`config.mk`:
```
export PLATFORM = sky130hd
export DESIGN_NAME = sha1_message_hasher
export DESIGN_NICKNAME = d
export VERILOG_FILES = /design/src/rtl/sha1_pkg.sv /design/src/rtl/sha1_fifo.sv /design/src/rtl/sha1_front.sv /design/src/rtl/sha1_core.sv /design/src/rtl/sha1_message_hasher.sv
export VERILOG_INCLUDE_DIRS = /design/src /design/src/rtl
export SDC_FILE = /design/constraint.sdc
export NUM_CORES = 2
export LEC_CHECK = 0
export BUFFER_PORTS_ARGS = -buffer_cell sky130_fd_sc_hd__buf_2
export CAP_MARGIN = 20
export CORE_UTILIZATION = 51
export DETAILED_ROUTE_END_ITERATION = 10
export PLACE_DENSITY = 0.75
export SLEW_MARGIN = 10
export SYNTH_ARGS = -nofsm -noshare
export SYNTH_HDL_FRONTEND = slang
export SYNTH_SLANG_ARGS = --single-unit
```
`constraint.sdc`:
```
create_clock -name clk_i -period 20.8 [get_ports clk_i]
set_clock_uncertainty 0.2 [all_clocks]
set_input_delay 3.12 -clock clk_i [delete_from_list [all_inputs] [get_ports clk_i]]
set_output_delay 3.12 -clock clk_i [all_outputs]
set_load 0.01 [all_outputs]
```
`src/rtl/assert_macros.svh`:
```
// assertion macros shared by the hasher rtl
`ifndef ASSERT_MACROS_SVH
`define ASSERT_MACROS_SVH

// property checked on every rising clock edge outside reset
`define SHA1_ASSERT(lbl, prop) \
  lbl: assert property (@(posedge clk_i) disable iff (!rst_ni) (prop)) \
    else $error("sha1 assertion failed");

// condition that must never be true outside reset
`define SHA1_NEVER(lbl, cond) \
  lbl: assert property (@(posedge clk_i) disable iff (!rst_ni) !(cond)) \
    else $error("sha1 forbidden condition seen");

`endif

```
`src/rtl/sha1_pkg.sv`:
```
// types and constants of the sha-1 hasher
`timescale 1ns / 1ps
`default_nettype none

package sha1_pkg;

  // input operation codes
  localparam logic OpAbsorb = 1'b0;
  localparam logic OpFinish = 1'b1;

  // initial chaining values
  localparam logic [31:0] InitH0 = 32'h67452301;
  localparam logic [31:0] InitH1 = 32'hEFCDAB89;
  localparam logic [31:0] InitH2 = 32'h98BADCFE;
  localparam logic [31:0] InitH3 = 32'h10325476;
  localparam logic [31:0] InitH4 = 32'hC3D2E1F0;

  // round constants
  localparam logic [31:0] RoundK0 = 32'h5A827999;
  localparam logic [31:0] RoundK1 = 32'h6ED9EBA1;
  localparam logic [31:0] RoundK2 = 32'h8F1BBCDC;
  localparam logic [31:0] RoundK3 = 32'hCA62C1D6;

  // first padding byte
  localparam logic [7:0] PadByte = 8'h80;

  localparam int unsigned Rounds      = 80;
  localparam int unsigned BlockWords  = 16;
  localparam int unsigned DigestWords = 5;

  // one 32-bit message word on its way from the front to the core
  typedef struct packed {
    logic        last;  // final length word of a message
    logic [31:0] word;
  } word_entry_t;

endpackage

`default_nettype wire

```
`src/rtl/sha1_fifo.sv`:
```
// word queue between the byte front end and the compression core
`timescale 1ns / 1ps
`default_nettype none

`include "assert_macros.svh"

module sha1_fifo #(
  parameter int unsigned Depth = 16
) (
  input  wire                   clk_i,
  input  wire                   rst_ni,
  input  wire                   push_i,
  input  wire sha1_pkg::word_entry_t wdata_i,
  output logic                  full_o,
  input  wire                   pop_i,
  output logic                  empty_o,
  output sha1_pkg::word_entry_t rdata_o
);

  localparam int unsigned PtrW = (Depth > 1) ? $clog2(Depth) : 1;
  localparam int unsigned CntW = $clog2(Depth + 1);

  sha1_pkg::word_entry_t mem_q [Depth];
  logic [PtrW-1:0] wptr_q, wptr_d, rptr_q, rptr_d;
  logic [CntW-1:0] count_q, count_d;
  logic            do_push, do_pop;

  assign full_o  = (count_q == CntW'(Depth));
  assign empty_o = (count_q == '0);
  assign do_push = push_i && !full_o;
  assign do_pop  = pop_i && !empty_o;
  assign rdata_o = mem_q[rptr_q];

  always_comb begin
    wptr_d  = wptr_q;
    rptr_d  = rptr_q;
    count_d = count_q;
    if (do_push) begin
      wptr_d = (wptr_q == PtrW'(Depth - 1)) ? '0 : wptr_q + 1'b1;
    end
    if (do_pop) begin
      rptr_d = (rptr_q == PtrW'(Depth - 1)) ? '0 : rptr_q + 1'b1;
    end
    if (do_push && !do_pop) begin
      count_d = count_q + 1'b1;
    end else if (do_pop && !do_push) begin
      count_d = count_q - 1'b1;
    end
  end

  always_ff @(posedge clk_i or negedge rst_ni) begin
    if (!rst_ni) begin
      wptr_q  <= '0;
      rptr_q  <= '0;
      count_q <= '0;
    end else begin
      wptr_q  <= wptr_d;
      rptr_q  <= rptr_d;
      count_q <= count_d;
    end
  end

  always_ff @(posedge clk_i) begin
    if (do_push) begin
      mem_q[wptr_q] <= wdata_i;
    end
  end

  // occupancy never runs past the depth
  `SHA1_ASSERT(a_fifo_count_bound, count_q <= CntW'(Depth))
  // a lone push grows the queue by exactly one entry
  `SHA1_ASSERT(a_fifo_push_grows, (do_push && !do_pop) |=> (count_q == $past(count_q) + 1'b1))

endmodule

`default_nettype wire

```
`src/rtl/sha1_front.sv`:
```
// byte front end: packs message bytes into words and generates padding
`timescale 1ns / 1ps
`default_nettype none

module sha1_front (
  input  wire                   clk_i,
  input  wire                   rst_ni,
  input  wire                   push_i,
  output logic                  full_o,
  input  wire                   op_i,
  input  wire  [7:0]            data_byte_i,
  output logic                  wpush_o,
  output sha1_pkg::word_entry_t wdata_o,
  input  wire                   wfull_i
);

  typedef enum logic [1:0] {
    StIdle,
    StPadZero,
    StLenHi,
    StLenLo
  } front_state_e;

  front_state_e state_q, state_d;
  logic [23:0]  acc_q, acc_d;
  logic [1:0]   bcnt_q, bcnt_d;
  logic [3:0]   wcnt_q, wcnt_d;
  logic [63:0]  bits_q, bits_d;
  logic         accept;
  logic [31:0]  pad_word;

  assign full_o = (state_q != StIdle) || wfull_i;
  assign accept = push_i && !full_o;

  // last partial word with the padding byte placed after the held bytes
  always_comb begin
    case (bcnt_q)
      2'd0:    pad_word = {sha1_pkg::PadByte, 24'h0};
      2'd1:    pad_word = {acc_q[7:0], sha1_pkg::PadByte, 16'h0};
      2'd2:    pad_word = {acc_q[15:0], sha1_pkg::PadByte, 8'h0};
      default: pad_word = {acc_q[23:0], sha1_pkg::PadByte};
    endcase
  end

  always_comb begin
    state_d = state_q;
    acc_d   = acc_q;
    bcnt_d  = bcnt_q;
    wcnt_d  = wcnt_q;
    bits_d  = bits_q;
    wpush_o = 1'b0;
    wdata_o = '{last: 1'b0, word: '0};
    unique case (state_q)
      StIdle: begin
        if (accept && (op_i == sha1_pkg::OpAbsorb)) begin
          acc_d  = {acc_q[15:0], data_byte_i};
          bcnt_d = bcnt_q + 1'b1;
          bits_d = bits_q + 64'd8;
          if (bcnt_q == 2'd3) begin
            wpush_o = 1'b1;
            wdata_o = '{last: 1'b0, word: {acc_q, data_byte_i}};
            wcnt_d  = wcnt_q + 1'b1;
          end
        end else if (accept) begin
          wpush_o = 1'b1;
          wdata_o = '{last: 1'b0, word: pad_word};
          wcnt_d  = wcnt_q + 1'b1;
          bcnt_d  = '0;
          state_d = StPadZero;
        end
      end
      StPadZero: begin
        if (wcnt_q == 4'd14) begin
          state_d = StLenHi;
        end else if (!wfull_i) begin
          wpush_o = 1'b1;
          wcnt_d  = wcnt_q + 1'b1;
        end
      end
      StLenHi: begin
        if (!wfull_i) begin
          wpush_o = 1'b1;
          wdata_o = '{last: 1'b0, word: bits_q[63:32]};
          wcnt_d  = wcnt_q + 1'b1;
          state_d = StLenLo;
        end
      end
      StLenLo: begin
        if (!wfull_i) begin
          wpush_o = 1'b1;
          wdata_o = '{last: 1'b1, word: bits_q[31:0]};
          wcnt_d  = '0;
          bits_d  = '0;
          state_d = StIdle;
        end
      end
      default: state_d = StIdle;
    endcase
  end

  always_ff @(posedge clk_i or negedge rst_ni) begin
    if (!rst_ni) begin
      state_q <= StIdle;
      bcnt_q  <= '0;
      wcnt_q  <= '0;
      bits_q  <= '0;
    end else begin
      state_q <= state_d;
      bcnt_q  <= bcnt_d;
      wcnt_q  <= wcnt_d;
      bits_q  <= bits_d;
    end
  end

  always_ff @(posedge clk_i) begin
    acc_q <= acc_d;
  end

endmodule

`default_nettype wire

```
`src/rtl/sha1_core.sv`:
```
// compression core: schedule, 80 rounds, chaining update and digest beats
`timescale 1ns / 1ps
`default_nettype none

`include "assert_macros.svh"

module sha1_core (
  input  wire                   clk_i,
  input  wire                   rst_ni,
  input  wire                   wempty_i,
  input  wire sha1_pkg::word_entry_t wdata_i,
  output logic                  wpop_o,
  output logic                  empty_o,
  input  wire                   pop_i,
  output logic [31:0]           digest_word_o,
  output logic [2:0]            word_index_o,
  output logic                  is_last_o
);

  typedef enum logic [1:0] {
    StLoad,
    StRound,
    StAdd,
    StOut
  } core_state_e;

  core_state_e state_q;
  logic [31:0] sched_q [sha1_pkg::BlockWords];
  logic [31:0] h_q [sha1_pkg::DigestWords];
  logic [31:0] a_q, b_q, c_q, d_q, e_q;
  logic [3:0]  lcnt_q;
  logic [6:0]  rnd_q;
  logic [2:0]  idx_q;
  logic        last_q;
  logic [31:0] f_val, k_val, sched_new, tmp_val, sched_x;
  logic        shift_en;

  assign wpop_o        = (state_q == StLoad) && !wempty_i;
  assign empty_o       = (state_q != StOut);
  assign digest_word_o = h_q[idx_q];
  assign word_index_o  = idx_q;
  assign is_last_o     = (idx_q == 3'(sha1_pkg::DigestWords - 1));

  // round function and constant by quarter
  always_comb begin
    if (rnd_q < 7'd20) begin
      f_val = (b_q & c_q) | (~b_q & d_q);
      k_val = sha1_pkg::RoundK0;
    end else if (rnd_q < 7'd40) begin
      f_val = b_q ^ c_q ^ d_q;
      k_val = sha1_pkg::RoundK1;
    end else if (rnd_q < 7'd60) begin
      f_val = (b_q & c_q) | (b_q & d_q) | (c_q & d_q);
      k_val = sha1_pkg::RoundK2;
    end else begin
      f_val = b_q ^ c_q ^ d_q;
      k_val = sha1_pkg::RoundK3;
    end
  end

  assign sched_x   = sched_q[13] ^ sched_q[8] ^ sched_q[2] ^ sched_q[0];
  assign sched_new = (state_q == StLoad) ? wdata_i.word : {sched_x[30:0], sched_x[31]};
  assign tmp_val   = {a_q[26:0], a_q[31:27]} + f_val + e_q + k_val + sched_q[0];
  assign shift_en  = wpop_o || (state_q == StRound);

  always_ff @(posedge clk_i or negedge rst_ni) begin
    if (!rst_ni) begin
      state_q <= StLoad;
      lcnt_q  <= '0;
      rnd_q   <= '0;
      idx_q   <= '0;
      last_q  <= 1'b0;
      h_q[0]  <= sha1_pkg::InitH0;
      h_q[1]  <= sha1_pkg::InitH1;
      h_q[2]  <= sha1_pkg::InitH2;
      h_q[3]  <= sha1_pkg::InitH3;
      h_q[4]  <= sha1_pkg::InitH4;
    end else begin
      unique case (state_q)
        StLoad: begin
          if (wpop_o) begin
            lcnt_q <= lcnt_q + 1'b1;
            if (lcnt_q == 4'(sha1_pkg::BlockWords - 1)) begin
              last_q  <= wdata_i.last;
              rnd_q   <= '0;
              state_q <= StRound;
            end
          end
        end
        StRound: begin
          rnd_q <= rnd_q + 1'b1;
          if (rnd_q == 7'(sha1_pkg::Rounds - 1)) begin
            state_q <= StAdd;
          end
        end
        StAdd: begin
          h_q[0] <= h_q[0] + a_q;
          h_q[1] <= h_q[1] + b_q;
          h_q[2] <= h_q[2] + c_q;
          h_q[3] <= h_q[3] + d_q;
          h_q[4] <= h_q[4] + e_q;
          idx_q  <= '0;
          state_q <= last_q ? StOut : StLoad;
        end
        StOut: begin
          if (pop_i) begin
            if (is_last_o) begin
              // digest delivered, start over for the next message
              h_q[0]  <= sha1_pkg::InitH0;
              h_q[1]  <= sha1_pkg::InitH1;
              h_q[2]  <= sha1_pkg::InitH2;
              h_q[3]  <= sha1_pkg::InitH3;
              h_q[4]  <= sha1_pkg::InitH4;
              state_q <= StLoad;
            end else begin
              idx_q <= idx_q + 1'b1;
            end
          end
        end
        default: state_q <= StLoad;
      endcase
    end
  end

  // working variables and the 16-word schedule window
  always_ff @(posedge clk_i) begin
    if (wpop_o && (lcnt_q == 4'(sha1_pkg::BlockWords - 1))) begin
      a_q <= h_q[0];
      b_q <= h_q[1];
      c_q <= h_q[2];
      d_q <= h_q[3];
      e_q <= h_q[4];
    end else if (state_q == StRound) begin
      a_q <= tmp_val;
      b_q <= a_q;
      c_q <= {b_q[1:0], b_q[31:2]};
      d_q <= c_q;
      e_q <= d_q;
    end
    if (shift_en) begin
      for (int i = 0; i < sha1_pkg::BlockWords - 1; i++) begin
        sched_q[i] <= sched_q[i+1];
      end
      sched_q[sha1_pkg::BlockWords-1] <= sched_new;
    end
  end

  // a digest beat never carries an index past the last word
  `SHA1_ASSERT(a_core_index_bound, !empty_o |-> (idx_q <= 3'(sha1_pkg::DigestWords - 1)))
  // no word is taken from the queue while rounds are running
  `SHA1_NEVER(a_core_pop_in_round, wpop_o && (state_q != StLoad))

endmodule

`default_nettype wire

```
`src/rtl/sha1_message_hasher.sv`:
```
// top level of the byte-stream sha-1 hasher
//
//   channel   direction  handshake          beat payload
//   input     in         push_i / full_o    op_i, data_byte_i
//   digest    out        pop_i / empty_o    digest_word_o, word_index_o, is_last_o
//
// an absorb beat is taken whenever the word queue has room;
// every fourth byte becomes one queue word.
// the core loads a block word by word from the queue, runs the rounds (one round
// per cycle in a single shared round unit) and then does the chaining add,
// so the core round loop sets the sustained byte rate.
// a finish beat holds off the input while padding and the bit count are queued;
// the five digest beats then wait in the chaining registers.
// reset loads the initial hash values and empties the queue; no clearing pass.
`timescale 1ns / 1ps
`default_nettype none

module sha1_message_hasher #(
  parameter int unsigned FifoDepth = 16
) (
  input  wire         clk_i,
  input  wire         rst_ni,
  // input beats
  input  wire         push_i,
  output logic        full_o,
  input  wire         op_i,
  input  wire  [7:0]  data_byte_i,
  // digest beats
  output logic        empty_o,
  input  wire         pop_i,
  output logic [31:0] digest_word_o,
  output logic [2:0]  word_index_o,
  output logic        is_last_o
);

  // word traffic between front end, queue and core
  logic                  f_push, f_full;
  sha1_pkg::word_entry_t f_data;
  logic                  c_pop, c_empty;
  sha1_pkg::word_entry_t c_data;

  // front end: byte packing, bit count and padding sequencer
  sha1_front u_front (
    .clk_i       (clk_i),
    .rst_ni      (rst_ni),
    .push_i      (push_i),
    .full_o      (full_o),
    .op_i        (op_i),
    .data_byte_i (data_byte_i),
    .wpush_o     (f_push),
    .wdata_o     (f_data),
    .wfull_i     (f_full)
  );

  // decoupling queue, lets the next block arrive during the rounds
  sha1_fifo #(
    .Depth (FifoDepth)
  ) u_fifo (
    .clk_i   (clk_i),
    .rst_ni  (rst_ni),
    .push_i  (f_push),
    .wdata_i (f_data),
    .full_o  (f_full),
    .pop_i   (c_pop),
    .empty_o (c_empty),
    .rdata_o (c_data)
  );

  // back end: compression and digest delivery
  sha1_core u_core (
    .clk_i         (clk_i),
    .rst_ni        (rst_ni),
    .wempty_i      (c_empty),
    .wdata_i       (c_data),
    .wpop_o        (c_pop),
    .empty_o       (empty_o),
    .pop_i         (pop_i),
    .digest_word_o (digest_word_o),
    .word_index_o  (word_index_o),
    .is_last_o     (is_last_o)
  );

endmodule

`default_nettype wire
```
**Word-level counts from Yosys, hierarchy flattened**

Memories as Yosys holds them, arrays and structs flattened.
Index checks and enable logic that the tools add are counted.

- Flip-flop bits (word level): 446
- Memory bits (writable): 1040
- Bits of input ports: 13
- Output and inout port bits: 38
- Logic and storage cells: 208
- Memories kept: 2

- $add $sub $neg: 19
- $lt $le $gt $ge: 4
- Eq/ne operators: 32
- Muxes and demuxes: 75
- Bitwise operators: 15
- Reductions and logical operators: 38

Memory list:

| memory | words | bits a word | read ports | clocked after Yosys merged registers in | wr ports | RTL line | text |
|---|---|---|---|---|---|---|---|
| u_fifo.mem_q | 16 | 33 | 1 | 0 | 1 | sha1_fifo.sv:23 | `sha1_pkg::word_entry_t mem_q [Depth];` |
| u_core.sched_q | 16 | 32 | 16 | 0 | 16 | sha1_core.sv:28 | `logic [31:0] sched_q [sha1_pkg::BlockWords];` |

Operators with widths:

| kind | count |
|---|---|
| $mux W32 | 21 |
| $mux W160 | 2 |
| $pmux W160 S2 | 1 |
| $add A32 B32 Y32 | 9 |
| $xor A32 B32 Y32 | 5 |
| $and A32 B32 Y32 | 4 |
| $mux W64 | 2 |
| $pmux W64 S2 | 1 |
| $pmux W33 S3 | 1 |
| $bmux W32 S3 | 1 |
| $or A32 B32 Y32 | 3 |
| $pmux W32 S3 | 1 |
| $mux W33 | 2 |
| $add A64 B4 Y64 const B | 1 |
| $mux W4 | 8 |
| $not A32 Y32 | 1 |
| $mux W31 | 1 |
| $mux W2 | 13 |
| $ne A2 B2 Y1 const B | 10 |
| $add A4 B1 Y4 const B | 4 |
| $eq A4 B4 Y1 const B | 4 |
| $pmux W2 S4 | 2 |
| $pmux W4 S4 | 1 |
| $reduce_and A3 Y1 | 5 |
| other kinds (35) | 80 |

**Logic depth before layout (Yosys ltp)**

- Depth after elaboration: 12
- Gate-level depth with buffers: 27
- Depth with buffers taken out: 25

**Hierarchy**

Synthesis repeated with hierarchy kept, for this count alone.

- Cells, all modules: 5185
- Area total of the unflattened synthesis: 69665.6 sq um

Modules (own cells, without submodules):

| module | times used | cells each | area an instance (sq um) | sequential area each (sq um) |
|---|---|---|---|---|
| sha1_core | 1 | 3701 | 43701.9 | 24708.7 |
| sha1_fifo | 1 | 914 | 20604.8 | 16180.5 |
| sha1_front | 1 | 570 | 5358.9 | 2447.3 |

**Worst setup path after synthesis**

No wires, ideal clock.

- Path kind: register -> register
- Start: reg u_fifo.count_q[3]
- End: mem u_core.sched_q[0][0], enable pin
- Library setup time: 3.683 ns
- Arrival time: 9.541 ns
- Data required time: 16.917 ns
- Setup slack: 7.376 ns
- Stages on the path, launching flop included: 6
- Path buffers: 0
- Period minus slack after synthesis: 13.424 ns
- Cells stage by stage: dfrtp_1 or4_1 nor2_1 nor3_1 clkinv_1 nand2_1

RTL lines:

| what | RTL line | text |
|---|---|---|
| from (decl) | sha1_fifo.sv:25 | `logic [CntW-1:0] count_q, count_d;` |
| from (signal assigned) | sha1_fifo.sv:59 | `count_q <= count_d;` |
| to (decl) | sha1_core.sv:28 |  |

**Final worst setup path**

- Start: reg u_core.rnd_q[4]
- End: reg u_core.a_q[30], data pin

- Longest elaborated chain between the ends: 10
- Elaborated cells between the ends (all ways): 15
- Classes of those cells: 4 x add/sub; 3 x order compare; 8 x mux

RTL lines:

| what | RTL line | text |
|---|---|---|
| from (decl) | sha1_core.sv:32 | `logic [6:0] rnd_q;` |
| from (signal assigned) | sha1_core.sv:91 | `rnd_q <= rnd_q + 1'b1;` |
| $lt A7 B6 Y1 | sha1_core.sv:52 | `end else if (rnd_q < 7'd60) begin` |
| $mux W32 | sha1_core.sv:52 |  |
| $mux W32 | sha1_core.sv:49 | `end else if (rnd_q < 7'd40) begin` |
| $mux W32 | sha1_core.sv:46 | `if (rnd_q < 7'd20) begin` |
| $add A32 B32 Y32 (2 in a row) | sha1_core.sv:63 | `assign tmp_val = {a_q[26:0], a_q[31:27]} + f_val + e_q + k_val + sched_q[0];` |
| $add A32 B32 Y32 (*) (2 in a row) | sha1_core.sv:63 |  |
| $mux W32 (*) | sha1_core.sv:133 | `end else if (state_q == StRound) begin` |
| $mux W32 (*) | sha1_core.sv:127 | `if (wpop_o && (lcnt_q == 4'(sha1_pkg::BlockWords - 1))) begin` |
| to (signal assigned) | sha1_core.sv:128 | `a_q <= h_q[0];` |
| to (signal assigned) | sha1_core.sv:134 | `a_q <= tmp_val;` |
| to (decl) | sha1_core.sv:30 | `logic [31:0] a_q, b_q, c_q, d_q, e_q;` |

Every way passes the cells marked *; elsewhere a longest branch is shown, timed or not. The select of a mux whose other input is x is not followed.
A chain may end at the register's enable or synchronous reset.

==> summary.txt <==
Finish
  • Fill count: 10400
  • Finished Layout Cells: 7083
  • Layout area overhead: 10.62%
  • Share of layout cells above drive strength 1: roughly an eighth
  • Diodes inserted: 0
  • Nets@finish: roughly 5600

Worst setup path
  • CP startpoint kind: register
  • WS Path Type: reg -> reg
  • Critical Path RT: ~21 ns
  • Crit Path Max Fanout: 35
  • Critical path capture point type: register
  • CP arrival: approximately 8.0 ns

STA
  • Final Hold Vio Count: 0
  • Worst hold margin: 0.1999 ns
  • Worst Tran Pin Value: roughly 1.2 ns
  • Setup TNS: 0 ns
  • Slew Viols, Final: 0
  • Worst slew margin: approximately a fifth
  • Endpoints failing setup: 0
  • Highest clock rate: between 100 and 150 MHz
  • Final worst-path cycle share: 36.92%
  • Crit path time final: roughly 7.7 ns
  • RSZ-0062 raised after global routing: false

Synth
  • Post-synth EDFFs: ~1200
  • Main flop type after synthesis: edfxtp_1
  • Syn_area_per_cell: 13.62 sq um
  • XOR/XNOR Fraction of Synth Area: 3.937%
  • Simple logic cell fraction of the synthesized area: 8.554%
  • Synth Area in Adders: approximately 8.0%
  • Largest family of logic cells by synthesized area: simple AND/OR/NAND/NOR gates
  • Mux cell area share after synthesis: around 6.5%
  • Mapped Cells: 5112
  • Most common cell in the netlist: edfxtp_1
  • Seq cells post-synth: between 1000 and 1500
  • Register area share after synthesis: roughly 62%
  • Share of Yosys cell area claimed by the top area cell type: 52.78%
  • Synth warnings: 0
  • Distinct cell type count after synthesis: 86
  • Cell area after synthesis: about 70000 sq um
  • Synth cell count leaders: 1224 x edfxtp_1, 707 x nand2_1, 311 x nor2_1, 268 x a21oi_1, 267 x o21ai_0
  • Area leader, netlist: edfxtp_1
  • Post-synth net total: 5495
  • Synth area leaders: edfxtp_1 53%, dfrtp_1 6.4%, mux4_2 6.4%
  • Compound-Gate Fraction of Synth Area: 8.265%
  • Async set-or-reset flop fraction in the synthesized netlist: ~17%

Clock tree
  • # Post-CTS Setup Buffers: 0
  • H-tree depth: 4
  • Buffer depth of the longest clock path: 3
  • Hold Buf Count CTS: 0
  • Clk_lat worst skew: around 0.8 ns
  • Post_cts resized: 0
  • CTS tree: built
  • CTS clk-pin slew, worst paths: around 0.06 ns
  • TritonCTS Sinks: around 1500
  • CTS root buf: clkbuf_16
  • TritonCTS buffer count: roughly 150

Global route
  • Vias in the first global route: between 40000 and 50000
  • Global-route usage over all layers: between 20% and 30%
  • Largest net degree at the start of global routing: 224
  • Global-route wire length before repair: 254.5 mm
  • Total gr overflow: 0
  • Initial antenna violation count: 2

Detailed routing
  • Via-to-Cell Ratio: between 6 and 7
  • WL met3: roughly 14 mm
  • First DRT Iteration DRCs: 4593
  • Vias: 42530
  • Post-detailed-route count of antenna-violating nets: 0
  • Routed wl met2: around 78 mm
  • DRC Markers: 0
  • Max layer used: met5
  • Routed len/inst: about 23 microns
  • Routed metal-1 wirelength: 67.76 mm
  • WL final: 166.0 mm
  • TritonRoute pass-1 iters: 6

Die
  • # IOs: 51
  • Die H: ~370 microns
  • Chip Width: approximately 370 microns
  • Core Region: between 100000 and 150000 sq um
  • Initial core utilization: 51.40%
  • Placement Rows: 135
  • Die area: 138000 sq um

Place
  • Detailed placer's ending HPWL: about 110 mm
  • PortBufs: 50
  • Inst Count DP: slightly below 7000
  • Gpl congestion: around 0.96

Flow run
  • Max-Cap Viols: 0

Outcome
  • Status: completed

Worst hold path
  • Worst hold path class: reg -> reg
==> cell families after synthesis <==
kind of cell | Yosys count
xor gates and xnor gates | 313
AOI/OAI and AO/OA | 911
buffers and inverters | 460
adders and majority gates | 370
DFF | 1483
muxes | 208
and+or+nand+nor | 1367
==> area by class of cell <==
type                            instances  area (sq um)  share of cell area (%)
Timing Repair Buffer                  108         765.7                  0.9941
Clock inverter                         79         934.6                   1.213
Clock buffer                          195          4001                   5.195
Inverter                              268          1011                   1.312
Sequential cell                      1483         43350                   56.27
Multi-Input combinational cell       3169         24740                   32.12
Tap cell                             1781          2228                   2.893
==> state kept, by name (all words and copies together) (netlist names) <==
name                 flops
u_fifo.mem_q           528
u_core.sched_q         512
u_core.h_q             160
u_front.bits_q          61
u_core.a_q              32
u_core.b_q              32
u_core.c_q              32
u_core.d_q              32
u_core.e_q              32
u_front.acc_q           24
u_core.rnd_q             7
u_fifo.count_q           5
u_core.lcnt_q            4
u_fifo.rptr_q            4
u_fifo.wptr_q            4
u_front.wcnt_q           4
u_core.word_index_o      3
u_core.state_q           2
u_front.bcnt_q           2
u_front.state_q          2
u_core.last_q            1
==> worst max-delay path, cell delays in order (launching register included) <==
cell	delay, ns
dfrtp_1	0.49
a41oi_1	0.50
inv_1	0.29
nor2_1	0.36
clkinv_1	0.11
buf_4	0.27
nand2_1	0.34
buf_4	0.38
o21ai_0	0.17
fa_1	0.54
inv_1	0.05
fa_1	0.48
inv_1	0.05
fa_1	0.47
inv_1	0.04
ha_1	0.34
a2111oi_0	0.62
o311ai_1	0.36
a21oi_1	0.31
a211o_1	0.28
o311ai_1	0.18
o31ai_1	0.26
xor2_1	0.18
a21oi_1	0.08
==> worst paths after layout <==
kind                                                   from                                to  slack (ns)  depth (start not counted)
max                             u_core.rnd_q[4]$_DFFE_PN0P_          u_core.a_q[30]$_DFFE_PP_       13.12                         23
min                        u_core.sched_q[12][17]$_DFFE_PP_  u_core.sched_q[11][17]$_DFFE_PP_        0.20                          0
max reg2reg                     u_core.rnd_q[4]$_DFFE_PN0P_          u_core.a_q[30]$_DFFE_PP_       13.12                         23
min reg2reg                u_core.sched_q[12][17]$_DFFE_PP_  u_core.sched_q[11][17]$_DFFE_PP_        0.20                          0
max in group asynchronous                            rst_ni    u_front.bits_q[11]$_DFFE_PN0P_       15.52                          5
min in group asynchronous                            rst_ni       u_core.h_q[129]$_DFFE_PN0P_        2.22                          1
==> per-stage QoR <==
stage / setup WS [ns] / cell area, sq um / utilization (%)
3_5_place_dp: 13.21 / 72010 / 53.16
2_1_floorplan: 7.376 / 69640 / -
6_report: 13.12 / 77030 / 56.86
5_1_grt: 12.83 / 77030 / 56.86
4_1_cts: 13.18 / 76950 / 56.80
3_3_place_gp: 13.31 / 72010 / 53.16
==> routing by layer <==
layer,vias to the layer above,GRT usage (%)
met3,317,4.431
met2,1979,38.47
met4,6,9.395
met5,-,0
li1,18940,-
met1,21290,33.91
==> placed cells by master, fill, tap and decap left out, types with 74 or more instances in the layout <==
cell,Yosys,layout
edfxtp_1,1224,1224
nand2_1,707,704
nor2_1,311,297
a21oi_1,268,268
o21ai_0,267,267
inv_1,266,265
ha_1,245,244
xnor2_1,206,206
mux4_2,197,197
dfrtp_1,179,174
clkbuf_16,0,149
fa_1,125,125
xor2_1,107,107
dfstp_2,80,80
nand3_1,74,74
Power is left out: the tool's default activity adds up to more than one toggle a clock period on the data nets, which glitch-free logic cannot reach.
